[src/hw/rtl/spc_pkg.sv]
// shared types and constants for the stepper position controller
// no dependencies; used by every module of the block
package spc_pkg;

  localparam int unsigned POS_W     = 32;
  localparam int unsigned TICK_W    = 32;
  localparam int unsigned OPCODE_W  = 3;
  localparam int unsigned CFG_IDX_W = 2;

  localparam logic [TICK_W-1:0] MIN_PERIOD_TICKS = TICK_W'(64);
  localparam logic [TICK_W-1:0] PERIOD_RESET     = TICK_W'(1000);
  localparam logic [TICK_W-1:0] HIGH_RESET       = TICK_W'(100);

  // command codes
  localparam logic [OPCODE_W-1:0] OP_TICK    = 3'd0;
  localparam logic [OPCODE_W-1:0] OP_SET_ABS = 3'd1;
  localparam logic [OPCODE_W-1:0] OP_SET_REL = 3'd2;
  localparam logic [OPCODE_W-1:0] OP_RUN     = 3'd3;
  localparam logic [OPCODE_W-1:0] OP_BRAKE   = 3'd4;

  // register indexes
  localparam logic [CFG_IDX_W-1:0] REG_PERIOD_TICKS = 2'd0;
  localparam logic [CFG_IDX_W-1:0] REG_HIGH_TICKS   = 2'd1;

  typedef struct packed {
    logic [OPCODE_W-1:0]     opcode;
    logic signed [POS_W-1:0] position_value;
  } cmd_t;

  typedef struct packed {
    logic                    step_out;
    logic                    dir_out;
    logic                    busy_res;
    logic                    reached;
    logic signed [POS_W-1:0] current_position;
  } result_t;

  typedef struct packed {
    logic [TICK_W-1:0] period_ticks;
    logic [TICK_W-1:0] high_ticks;
  } cfg_t;

endpackage

[src/hw/rtl/spc_cfg.sv]
// configuration registers: step period and step high time
// depends on spc_pkg
module spc_cfg (
  input  logic                          clk,
  input  logic                          rst,
  input  logic                          wr_en,
  input  logic [spc_pkg::CFG_IDX_W-1:0] wr_index,
  input  logic [spc_pkg::TICK_W-1:0]    wr_data,
  output spc_pkg::cfg_t                 cfg
);

  logic [spc_pkg::TICK_W-1:0] period_ticks;
  logic [spc_pkg::TICK_W-1:0] high_ticks;

  // register writes, unknown indexes dropped
  always_ff @(posedge clk) begin
    if (rst) begin
      period_ticks <= spc_pkg::PERIOD_RESET;
      high_ticks   <= spc_pkg::HIGH_RESET;
    end else if (wr_en) begin
      case (wr_index)
        spc_pkg::REG_PERIOD_TICKS: period_ticks <= wr_data;
        spc_pkg::REG_HIGH_TICKS:   high_ticks   <= wr_data;
        default: ;
      endcase
    end
  end

  assign cfg.period_ticks = period_ticks;
  assign cfg.high_ticks   = high_ticks;

endmodule

[src/hw/rtl/spc_core.sv]
// motion state and single-pass command logic of the stepper controller
// depends on spc_pkg; result is registered in the top level
module spc_core (
  input  logic             clk,
  input  logic             rst,
  input  logic             accept,
  input  spc_pkg::cmd_t    cmd,
  input  spc_pkg::cfg_t    cfg,
  output spc_pkg::result_t result
);

  logic signed [spc_pkg::POS_W-1:0] position_count, position_count_next;
  logic signed [spc_pkg::POS_W-1:0] target_count, target_count_next;
  logic                             moving, moving_next;
  logic                             direction, direction_next;
  logic [spc_pkg::TICK_W-1:0]       period_counter, period_counter_next;

  logic [spc_pkg::TICK_W-1:0]       active_period;
  logic [spc_pkg::TICK_W-1:0]       counter_inc;
  logic signed [spc_pkg::POS_W-1:0] pos_up;
  logic signed [spc_pkg::POS_W-1:0] pos_dn;
  logic                             level_now;
  logic                             step;
  logic                             hit;

  // period floor and shared arithmetic
  assign active_period = (cfg.period_ticks < spc_pkg::MIN_PERIOD_TICKS)
                         ? spc_pkg::MIN_PERIOD_TICKS : cfg.period_ticks;
  assign counter_inc   = period_counter + spc_pkg::TICK_W'(1);
  assign pos_up        = position_count + spc_pkg::POS_W'(1);
  assign pos_dn        = position_count - spc_pkg::POS_W'(1);
  assign level_now     = moving && (period_counter < cfg.high_ticks);

  // next state per command
  always_comb begin
    position_count_next = position_count;
    target_count_next   = target_count;
    moving_next         = moving;
    direction_next      = direction;
    period_counter_next = period_counter;
    step                = level_now;
    hit                 = 1'b0;
    case (cmd.opcode)
      spc_pkg::OP_TICK: begin
        if (moving) begin
          if (counter_inc >= active_period) begin
            period_counter_next = '0;
            if (direction) begin
              position_count_next = pos_dn;
              if (!(target_count < pos_dn)) begin
                moving_next = 1'b0;
                hit         = 1'b1;
              end
            end else begin
              position_count_next = pos_up;
              if (!(pos_up < target_count)) begin
                moving_next = 1'b0;
                hit         = 1'b1;
              end
            end
          end else begin
            period_counter_next = counter_inc;
          end
        end
      end
      spc_pkg::OP_SET_ABS: begin
        if (!moving) target_count_next = cmd.position_value;
      end
      spc_pkg::OP_SET_REL: begin
        if (!moving) target_count_next = position_count + cmd.position_value;
      end
      spc_pkg::OP_RUN: begin
        if (!moving && (target_count != position_count)) begin
          direction_next      = (target_count < position_count);
          moving_next         = 1'b1;
          period_counter_next = '0;
          step                = (cfg.high_ticks != '0);
        end
      end
      spc_pkg::OP_BRAKE: begin
        moving_next         = 1'b0;
        period_counter_next = '0;
        step                = 1'b0;
      end
      default: ;
    endcase
  end

  // state update on each accepted beat
  always_ff @(posedge clk) begin
    if (rst) begin
      position_count <= '0;
      target_count   <= '0;
      moving         <= 1'b0;
      direction      <= 1'b0;
      period_counter <= '0;
    end else if (accept) begin
      position_count <= position_count_next;
      target_count   <= target_count_next;
      moving         <= moving_next;
      direction      <= direction_next;
      period_counter <= period_counter_next;
    end
  end

  assign result.step_out         = step;
  assign result.dir_out          = direction_next;
  assign result.busy_res         = moving_next;
  assign result.reached          = hit;
  assign result.current_position = position_count_next;

endmodule

[src/hw/rtl/stepper_position_controller_top.sv]
// Stepper position controller, top level: handshakes and result register.
// Result: registered, its beat valid in the cycle after the command beat is accepted.
// Throughput: one command per cycle unless out_ready stalls; the motion
// state updates in a single pass, the result register frees when its beat is taken.
// Reset: synchronous, clears the motion state and the result valid;
// registers return to period 1000 and high time 100.
module stepper_position_controller_top (
  input  logic                          clk,
  input  logic                          rst,
  input  logic                          in_valid,
  output logic                          in_ready,
  input  spc_pkg::cmd_t                 in_data,
  output logic                          out_valid,
  input  logic                          out_ready,
  output spc_pkg::result_t              out_data,
  input  logic                          cfg_valid,
  output logic                          cfg_ready,
  input  logic [spc_pkg::CFG_IDX_W-1:0] cfg_index,
  input  logic [spc_pkg::TICK_W-1:0]    cfg_data
);

  spc_pkg::cfg_t    cfg;
  spc_pkg::result_t result;
  logic             accept;

  // take a beat whenever the result register is empty or draining
  assign in_ready  = !out_valid || out_ready;
  assign accept    = in_valid && in_ready;
  assign cfg_ready = 1'b1;

  spc_cfg u_cfg (
    .clk      (clk),
    .rst      (rst),
    .wr_en    (cfg_valid && cfg_ready),
    .wr_index (cfg_index),
    .wr_data  (cfg_data),
    .cfg      (cfg)
  );

  spc_core u_core (
    .clk    (clk),
    .rst    (rst),
    .accept (accept),
    .cmd    (in_data),
    .cfg    (cfg),
    .result (result)
  );

  // result register
  always_ff @(posedge clk) begin
    if (rst) begin
      out_valid <= 1'b0;
    end else if (accept) begin
      out_valid <= 1'b1;
    end else if (out_ready) begin
      out_valid <= 1'b0;
    end
  end

  always_ff @(posedge clk) begin
    if (accept) begin
      out_data <= result;
    end
  end

  // checks
  a_accept_gives_result: assert property (@(posedge clk) disable iff (rst)
    accept |=> out_valid)
    else $error("accepted beat produced no result");

  a_empty_takes_beat: assert property (@(posedge clk)
    !out_valid |-> in_ready)
    else $error("input stalled while result register empty");

  a_reached_stops: assert property (@(posedge clk) disable iff (rst)
    out_valid && out_data.reached |-> !out_data.busy_res)
    else $error("target reached but still busy");

  a_reset_clears: assert property (@(posedge clk)
    rst |=> !out_valid)
    else $error("result valid right after reset");

  a_reached_on_tick: assert property (@(posedge clk) disable iff (rst)
    accept && result.reached |-> in_data.opcode == spc_pkg::OP_TICK)
    else $error("reached flagged on a non-tick command");

endmodule
[config.mk]
export PLATFORM = sky130hd
export DESIGN_NAME = stepper_position_controller_top
export DESIGN_NICKNAME = d
export VERILOG_FILES = /design/src/hw/rtl/spc_pkg.sv /design/src/hw/rtl/spc_cfg.sv /design/src/hw/rtl/spc_core.sv /design/src/hw/rtl/stepper_position_controller_top.sv
export SDC_FILE = /design/constraint.sdc
export NUM_CORES = 1
export LEC_CHECK = 0
export BUFFER_PORTS_ARGS = -buffer_cell sky130_fd_sc_hd__buf_2
export CAP_MARGIN = 20
export CORE_ASPECT_RATIO = 1.2
export CORE_MARGIN = 4
export CORE_UTILIZATION = 30
export CTS_CLUSTER_DIAMETER = 80
export CTS_CLUSTER_SIZE = 16
export DETAILED_ROUTE_END_ITERATION = 10
export HOLD_SLACK_MARGIN = 0.15
export PLACE_DENSITY_LB_ADDON = 0.3
export SLEW_MARGIN = 25
export SYNTH_ARGS = -nofsm -noshare
export SYNTH_HDL_FRONTEND = slang
export SYNTH_SLANG_ARGS = --single-unit
export TNS_END_PERCENT = 30
[constraint.sdc]
create_clock -name clk -period 7.05 [get_ports clk]
set_clock_uncertainty 0.05 [all_clocks]
set_input_delay 1.0575 -clock clk [delete_from_list [all_inputs] [get_ports clk]]
set_output_delay 1.0575 -clock clk [all_outputs]
set_load 0.1 [all_outputs]
==> results of run 1 <==
final cells by class:
type	count	share of cell area, %
Clock buffer	17	2.52
Clock inverter	15	1.20
Inverter	136	3.03
Sequential cell	199	25.8
Timing Repair Buffer	124	3.89
Antenna cell	1	0.0148
Multi-Input combinational cell	1473	58.8
Tap cell	644	4.78
stage by stage:
stage	cells	setup WS, ns	power [W]
CTS	2608	1.29	0.00274
detailed placement	2576	1.34	0.00165
global placement	2576	1.40	0.00165
finish	2609	1.23	0.00270
global route	2608	0.735	0.00282
floorplan	1912	2.40	0.00152
layer usage:
layer / track usage, % / share of wire (%)
met3: 2.46 / 3.7
met1: 22.2 / 45
met4: 4.72 / 1.8
met2: 30.7 / 50
met5: 0 / 0.086
layout by cell type, fill, tap and decap left out, types with 15 or more instances in the layout:
cell type	synthesis	routed
inv_1	134	133
ha_1	193	193
a21o_1	66	66
nand3_1	47	46
a221oi_1	16	16
clkbuf_16	0	17
buf_2	0	110
a31oi_1	27	27
a21oi_1	159	159
nand4_1	44	44
edfxtp_1	36	36
nor2_1	121	121
o21ai_0	72	71
xnor2_1	135	135
a22oi_1	18	18
nor3_1	21	21
nor4_1	25	25
a211oi_1	28	27
dfxtp_1	163	162
nor2b_1	20	20
and3_1	21	21
xor2_1	19	19
nand2b_1	15	15
nand2_1	287	287
report_power, final:
group          internal, W  switching, W
clock             0.000500      0.000575
combinational     0.000124      0.000283
sequential         0.00119     0.0000304
total              0.00181      0.000888
worst max-delay path, cell delays in order, from the launching register on:
cell and delay, ns:
dfxtp_1 0.44, and3_1 0.20, nand3_1 0.17, nor2_1 0.26
and3_1 0.24, nand3_1 0.23, or2_2 0.45, nor2_1 0.16
xor2_1 0.23, ha_1 0.28, a21o_1 0.18, a21o_1 0.17
a21oi_1 0.13, nor2b_1 0.06, o21ai_0 0.14, a21o_1 0.26
and3_1 0.73, and2_1 0.92, o21ai_0 0.22, a31oi_1 0.21
cells by family after synthesis:
| group | synth area share [%] |
|---|---|
| AND/OR/NAND/NOR | 20.0 |
| AO/OA/AOI/OAI | 19.4 |
| buffers and inverters | 6.72 |
| flip-flops | 28.5 |
| adder cells (fa/ha/maj) | 16.0 |
| XOR/XNOR | 8.84 |
| multiplexers | 0.623 |
| other | 0.0246 |
how the worst max path moves through the flow:
stage / endpoint / slack (ns) / cells past startpoint
6_report: u_core.period_counter[29]$_SDFFE_PP0P_ / 1.23 / 19
5_1_grt: u_core.period_counter[29]$_SDFFE_PP0P_ / 0.74 / 19
2_1_floorplan: u_core.period_counter[29]$_SDFFE_PP0P_ / 2.40 / 23
3_3_place_gp: u_core.period_counter[29]$_SDFFE_PP0P_ / 1.40 / 19
4_1_cts: u_core.period_counter[29]$_SDFFE_PP0P_ / 1.29 / 19
3_5_place_dp: u_core.period_counter[29]$_SDFFE_PP0P_ / 1.34 / 19
state kept, by name, summed over array words and instances (netlist names):
signal and flops:
out_data 36, u_cfg.high_ticks 32, u_cfg.period_ticks 32, u_core.period_counter 32, u_core.position_count 32, u_core.target_count 32, out_valid 1, u_core.direction 1
u_core.moving 1
==> impl_metrics.tcl, run 1 <==
set metrics [dict create \
    status "finished clean" \
    row_count 90 \
    antenna_found_initial 4 \
    worstPathArrival_ns 6.17 \
    drv_cap 0 \
    r2r_setup_slack_ns 1.23 \
    clkTransAtPathRegs_ns 0.09 \
    worstRegToRegCells 19 \
    setup_viol 0 \
    cts_num_sinks 199 \
    synth_flop_cell "dfxtp_1" \
    async_flop_share_pct 0 \
    yosysSeqAreaShare_pct 28.5 \
    ctsHoldBuffers 0 \
    hp-start "u_cfg.period_ticks[19]$_SDFFE_PP0P_" \
    synth.distinct_cells 72 \
    grt_use_total_pct 17.4 \
    power.leakage_nw 7.20 \
    fmax_ghz 0.172 \
    startpoint "u_core.period_counter[0]$_SDFFE_PP0P_" \
    die_y_um 255 \
    min_to "u_cfg.period_ticks[19]$_SDFFE_PP0P_" \
    synth_most_common_cell "nand2_1" \
    fillers 5255 \
    portBuffers 111 \
    r2r-start "u_core.period_counter[0]$_SDFFE_PP0P_" \
    ant_nets 0 \
    multiInputGateArea_mm2 0.00992 \
    fp.dieArea_mm2 0.0545 \
    syn_nets 2180 \
    ir_drop_v 0.000133 \
    fin_crit_sh_pct 82.6 \
    rr_endpoint "u_core.period_counter[29]$_SDFFE_PP0P_" \
    ioPinCount 113 \
    syn_inst 1912 \
    holdPathStages 2 \
    fin_crit_ns 5.82 \
    routedWlPerCell_um 18.3 \
    worstHoldPathType "reg -> reg" \
    synth.top_cells.by_area "dfxtp_1 (21%), ha_1 (16%), xnor2_1 (7.7%)" \
    die_w_um 214 \
    synth_edf_count 36 \
    grt_pass1_vias 13704 \
    first_pass_iters 5 \
    p_per_area_mw_per_mm2 160 \
    synth_top_cell_by_area "dfxtp_1" \
    criticalPathCategory "reg -> reg" \
    post_cts_buffers 0 \
    post-route-util_pct 33.5 \
    synth-seq-cells 199 \
    cts_max_level 4 \
    finalHoldViolCount 0 \
    slew_viol_final 0 \
    nets 2219 \
    fin_area_mm2 0.0169 \
    syn-cell-area_mm2 0.0153 \
    synth_commonest_cells "nand2_1 (287), ha_1 (193), dfxtp_1 (163)" \
    clk_path_buf_depth 2 \
    core_area_mm2 0.0503 \
    viasPerCell 5.22 \
    register_area_mm2 0.00435 \
    dp_hpwl_um 36400 \
    grt_pass1_wl_um 75100 \
    endpoint_kind "flip-flop" \
    cp.required_ns 7.39 \
    ys_warn_count 0 \
    grt_max_degree 83 \
    drt_wl_total_um 47800 \
    syn_area_per_cell_um2 7.98 \
    yosysTopAreaCellShare_pct 21.4 \
    clock-root-buffer "clkbuf_16" \
    tns_ns 0 \
    insertion_delay_ns 0.47 \
    drive_gt1_share_pct 9.27 \
    grt-ovfl-total 0 \
    start_util_pct 30.3 \
    holdWs_ns 0.415 \
    area_delta_synth_final_pct 10.6 \
    critPathLaunchType "flip-flop" \
    post_dp_cell_area_mm2 0.0162 \
    drcViolationCount 0 \
    max_slew_margin_pct 30.7 \
    gp_congestion 0.882 \
    cts_tree "built" \
    initialDrtViolationCount 902 \
    cts_resized 0 \
    cp_max_fo 28 \
    rsz0062_at_grt "false" \
    routed-via-count 13622 \
    cts_buffers 17 \
    tightestPinTransition_ns 1.04 \
]
(Power assumes the default switching activity.)
==> inputs of run 2 (changes only) <==
ABC_AREA = 1   (was unset)
clock period = 6.06 ns   (was 7.05 ns; I/O delays follow)
==> run 2 against run 1 <==
Effect of this change: synthesized cell count rose by 21%; clock-buffer cell count rose by 1; area after synthesis rose by 4.9%; clock power rose by 10%; die area rose by 4.7%; non-clock buffer count rose by 4; critical path type unchanged; highest routed layer is now met4.
==> impl_metrics.tcl, run 2 <==
set metrics [dict create \
    largest_register_ffs 36 \
    cp_max_fo 41 \
    synth_edf_count 36 \
    initialDrtViolationCount 1054 \
    portBuffers 111 \
    grt_max_degree 74 \
    endpoint_kind "flip-flop" \
    tightestPinTransition_ns 0.907 \
    rsz0062_at_grt "false" \
    clkTransAtPathRegs_ns 0.08 \
    grt_pass1_wl_um 83500 \
    fmax_ghz 0.244 \
    p_per_area_mw_per_mm2 211 \
    slew_viol_final 0 \
    antenna_cells 0 \
    ys_warn_count 0 \
    row_count 92 \
    cts_resized 0 \
    fin_crit_sh_pct 67.8 \
    max_slew_margin_pct 39.6 \
    r2r_setup_slack_ns 1.95 \
    clk_path_buf_depth 2 \
    yosysSeqAreaShare_pct 27.1 \
    post-route-util_pct 33.8 \
    ir_drop_v 0.000220 \
    synth_top_cell_by_area "dfxtp_1" \
    fp.dieArea_mm2 0.0571 \
    insertion_delay_ns 0.51 \
    start_util_pct 30.4 \
    synth.top_cells.by_area "dfxtp_1 (20%), ha_1 (15%), nand2_1 (12%)" \
    clock-root-buffer "clkbuf_16" \
    grt_pass1_vias 15338 \
    status "finished clean" \
    criticalPathCategory "reg -> reg" \
    drcViolationCount 0 \
    yosysTopAreaCellShare_pct 20.4 \
    dp_hpwl_um 42900 \
    fin_cells 3087 \
    drv_cap 0 \
    worstPathArrival_ns 4.31 \
    regMostFlops "out_data" \
    ctsHoldBuffers 0 \
    syn_inst 2307 \
    post_cts_buffers 0 \
    viasPerCell 5.05 \
    finalHoldViolCount 0 \
    cts_buffers 17 \
    core_area_mm2 0.0527 \
    syn_nets 2575 \
    synth.distinct_cells 57 \
    nets 2637 \
    cts_num_sinks 199 \
    cp.required_ns 6.26 \
    synth_flop_cell "dfxtp_1" \
    drive_gt1_share_pct 9.99 \
    drt_wl_total_um 54200 \
    synth_most_common_cell "nand2_1" \
    worstHoldPathType "reg -> reg" \
    grt-ovfl-total 0 \
    ioPinCount 113 \
    cts_max_level 4 \
    antenna_found_initial 0 \
    synth-seq-cells 199 \
    power.leakage_nw 8.44 \
    cts_tree "built" \
    dp.cells 3055 \
    grt_use_total_pct 18.8 \
    routed-via-count 15586 \
    critPathLaunchType "flip-flop" \
    routedWlPerCell_um 17.6 \
    final_cell_mix "nand2_1 (497), inv_1 (297), a21oi_1 (230)" \
    die_w_um 219 \
    area_delta_synth_final_pct 11.2 \
    first_pass_iters 6 \
    ant_nets 0 \
    async_flop_share_pct 0 \
    gp_congestion 0.950 \
    tns_ns 0 \
    fin_crit_ns 4.11 \
    setup_viol 0 \
    die_y_um 261 \
    final_common_cell "nand2_1" \
    syn_area_per_cell_um2 6.94 \
    holdWs_ns 0.418 \
    syn-cell-area_mm2 0.0160 \
    synth_commonest_cells "nand2_1 (497), inv_1 (299), a21oi_1 (230)" \
]
-- run 2: final timing paths --
path	from	to	depth (start not counted)
worst max-delay path	u_core.period_counter[1]$_SDFFE_PP0P_	out_data[18]$_DFFE_PP_	23
worst min register to register	u_cfg.period_ticks[0]$_SDFFE_PP0P_	u_cfg.period_ticks[0]$_SDFFE_PP0P_	2
worst max register to register	u_core.period_counter[1]$_SDFFE_PP0P_	out_data[18]$_DFFE_PP_	23
worst min-delay path	u_cfg.period_ticks[0]$_SDFFE_PP0P_	u_cfg.period_ticks[0]$_SDFFE_PP0P_	2
-- run 2: cell type report --
cell class,instances,area (um^2)
Fill cell,5753,34900
Multi-Input combinational cell,1707,10100
Inverter,316,1190
Timing Repair Buffer,128,683
Clock buffer,18,450
Clock inverter,14,128
Sequential cell,199,4340
Tap cell,705,882
-- run 2: kinds of logic after synthesis --
family                   synth area share [%]
adder cells (fa/ha/maj)                  15.2
AO/OA/AOI/OAI                            17.8
flip-flops                               27.1
buffers and inverters                    9.73
XOR/XNOR                                 5.24
AND/OR/NAND/NOR                          24.9
other                                  0.0234
-- run 2: critical path, cell delays in order (launching register included) --
cell and delay, ns:
dfxtp_1 0.40, ha_1 0.28, nand3_2 0.14, nor2_4 0.14
nand2_2 0.09, nor2_4 0.12, nand2_2 0.09, nor2_4 0.11
nand2_2 0.10, nor3_4 0.14, nand2_1 0.08, xor2_1 0.16
inv_2 0.05, ha_1 0.30, nand2_1 0.06, o21ai_0 0.09
o21bai_1 0.17, a31oi_1 0.15, nand3_1 0.20, nand2_2 0.12
buf_4 0.45, nand2_1 0.09, o21ai_0 0.15, inv_1 0.09
-- run 2: power by group --
part	internal, W	switching, W	leakage, nW
combinational	0.000319	0.000758	6.46
sequential	0.00142	0.0000787	1.69
clock	0.000567	0.000615	0.288
total	0.00230	0.00145	8.44
-- run 2: per-stage QoR --
step | instance area (um^2) | total power, W | setup WS [ns]
after global routing | 17800 | 0.00397 | 1.44
after global placement | 17200 | 0.00259 | 2.08
after detailed placement | 17200 | 0.00260 | 2.00
after CTS | 17800 | 0.00380 | 1.98
final | 17800 | 0.00376 | 1.95
after floorplan | 16000 | 0.00229 | 2.16
-- run 2: per-layer routing --
metal / wire length, um / global-route usage, % / vias to the layer above
met5: 0 / 0 / -
met4: 2320 / 9.17 / 0
met3: 2660 / 3.34 / 109
met2: 26300 / 33.0 / 436
met1: 22900 / 22.1 / 7251
li1: - / - / 7790
==> inputs of run 3 (changes only) <==
clock period = 3.8 ns   (was 6.06 ns; I/O delays follow)
==> run 3 against run 2 <==
Effect of this change: clock-buffer cell count unchanged; global-route usage is 0.17 points higher; combinational power increased by 69%; sequential share of layout area down 1.4 points; register-to-register slack got worse by 1.8 ns; via count rose by 2.0%; utilization is 2.3 points higher; setup slack lost 1.8 ns; die area unchanged; first-iteration DRC count decreased by 15%.
==> impl_metrics.tcl, run 3 (synthesized netlist as in run 2, its figures left out) <==
set metrics [dict create \
    routed-via-count 15891 \
    final_common_cell "nand2_1" \
    max_slew_margin_pct 36.4 \
    min_to "u_cfg.period_ticks[5]$_SDFFE_PP1P_" \
    drv_cap 0 \
    worstPathArrival_ns 3.97 \
    ioPinCount 113 \
    portBuffers 111 \
    grt_use_total_pct 19.0 \
    nets 2743 \
    hp-start "cfg_data[5]" \
    p_per_area_mw_per_mm2 316 \
    largest_register_ffs 36 \
    cp_max_fo 6 \
    power_frac_seq_pct 39.5 \
    p_clk_share_pct 30.2 \
    tightestPinTransition_ns 0.953 \
    ant_nets 0 \
    insertion_delay_ns 0.48 \
    routedWlPerCell_um 17.3 \
    row_count 92 \
    cp.required_ns 4.13 \
    fmax_ghz 0.275 \
    slew_viol_final 0 \
    finalHoldViolCount 0 \
    start_util_pct 30.4 \
    grt_pass1_vias 15660 \
    first_pass_iters 5 \
    dp_hpwl_um 44400 \
    viasPerCell 4.98 \
    worstRegToRegCells 24 \
    rr_endpoint "u_core.position_count[1]$_SDFFE_PP0P_" \
    ir_drop_v 0.000293 \
    final_cell_mix "nand2_1 (487), inv_1 (297), a21oi_1 (228)" \
    place_ws_ns -0.179 \
    fp.dieArea_mm2 0.0571 \
    power.leakage_nw 9.11 \
    core_area_mm2 0.0527 \
    p_int_w 0.00372 \
    initialDrtViolationCount 893 \
    r2r-start "u_core.period_counter[1]$_SDFFE_PP0P_" \
    status "finished clean" \
    holdPathStages 3 \
    area_delta_synth_final_pct 18.6 \
    r2r_setup_slack_ns 0.16 \
    drcViolationCount 0 \
    power_w 0.00600 \
    rsz0062_at_grt "true" \
    fin_crit_sh_pct 95.8 \
    switching_share_pct 38.0 \
    p_comb_share_pct 30.3 \
    regMostFlops "out_data" \
    p_sw_w 0.00228 \
    die_y_um 261 \
    drive_gt1_share_pct 15.8 \
    cts_buffers 17 \
    fin_crit_ns 3.64 \
    endpoint_kind "flip-flop" \
    grt_pass1_wl_um 85000 \
    cts_num_sinks 199 \
    clkTransAtPathRegs_ns 0.08 \
    gp_congestion 0.933 \
    die_w_um 219 \
    antenna_found_initial 1 \
    worstHoldPathType "in -> reg" \
    criticalPathCategory "reg -> reg" \
    grt_max_degree 59 \
    clk_path_buf_depth 2 \
    clock-root-buffer "clkbuf_16" \
    grt-ovfl-total 0 \
    critPathLaunchType "flip-flop" \
    setup_viol 0 \
    drt_wl_total_um 55400 \
    cts_tree "built" \
    worst_slack_ns 0.160 \
    cts_max_level 4 \
]
## run 3: cell count changes in the layout (fill, tap and decap cells not counted), moves of 8 or more
cell and delta:
dfxtp_1 -13, nand2_2 +8, o21ai_0 -13, dfxtp_2 +11, buf_4 +95, nand2_1 -10
## run 3: repair_timing
| action | 4_1_cts | 5_1_grt |
|---|---|---|
| resized for setup | 2 | 90 |
| buffers inserted | 0 | 15 |
| pin swaps | 0 | 31 |
| hold buffers | 0 | 0 |
| endpoints found under the hold margin | 0 | 0 |
| endpoints found under the setup margin | 94 | 98 |
| cloned | 0 | 2 |
## run 3: worst max path at each step
stage / start / slack [ns] / to / cells past startpoint
after floorplan: out_valid$_SDFFE_PP0P_ / 0.01 / out_data[0]$_DFFE_PP_ / 5
after global placement: u_core.period_counter[9]$_SDFFE_PP0P_ / -0.22 / out_data[3]$_DFFE_PP_ / 19
after detailed placement: u_core.period_counter[9]$_SDFFE_PP0P_ / -0.18 / out_data[5]$_DFFE_PP_ / 19
after CTS: u_core.period_counter[0]$_SDFFE_PP0P_ / 0.0006 / out_data[12]$_DFFE_PP_ / 21
after global routing: u_core.period_counter[1]$_SDFFE_PP0P_ / -0.06 / u_core.position_count[0]$_SDFFE_PP0P_ / 24
final: u_core.period_counter[1]$_SDFFE_PP0P_ / 0.16 / u_core.position_count[1]$_SDFFE_PP0P_ / 24
## run 3: worst max-delay path, stage by stage (launching register included)
cell	delay, ns
dfxtp_2	0.37
ha_4	0.15
nand3_4	0.09
nor2_4	0.13
nand2_2	0.08
nor2_4	0.13
nand2_2	0.09
nor2_4	0.15
nand2_4	0.08
nor3_4	0.22
nand2_2	0.10
xor2_2	0.17
inv_2	0.07
ha_4	0.26
nand4_1	0.16
nor4_4	0.20
nand4_1	0.14
nand3_2	0.13
nand2_4	0.14
buf_4	0.19
buf_4	0.14
nand2_1	0.05
nand2_1	0.09
o21ai_1	0.12
inv_1	0.04
## run 3: routing by layer
layer | global-route usage (%) | routed length [um] | vias up | share of wire (%)
li1 | - | - | 7996 | -
met1 | 23.2 | 23800 | 7400 | 43
met2 | 34.1 | 27500 | 399 | 50
met3 | 2.07 | 2110 | 96 | 3.8
met4 | 7.52 | 1990 | 0 | 3.6
met5 | 0 | 0 | - | 0
## run 3: area by class of cell
cell class / count / area [um^2]
diodes: 1 / 2.50
clock buffers: 18 / 450
clock inverters: 14 / 109
fillers: 5650 / 33700
inverters: 316 / 1190
multi-input cells: 1707 / 10400
flip-flops and latches: 199 / 4370
well taps: 705 / 882
repair buffers: 234 / 1610
## run 3: metrics by stage
step	cells	setup TNS [ns]	hold WS, ns	instance area [um^2]	utilization [%]
floorplan	2307	0	0.379	16000	-
detailed placement	3144	-4.68	0.399	17900	34.0
finish	3194	0	0.278	19000	36.0
CTS	3176	0	0.249	18500	35.1
global route	3194	-0.751	0.280	19000	36.0
global placement	3144	-8.12	0.398	17900	34.0
## run 3: power groups by stage
stage	Combinational (W)	Clock [W]	Sequential, W
after detailed placement	0.00180	0	0.00242
after global routing	0.00203	0.00196	0.00238
after CTS	0.00180	0.00188	0.00237
final	0.00182	0.00181	0.00237
after global placement	0.00177	0	0.00242
after floorplan	0.00106	0	0.00259
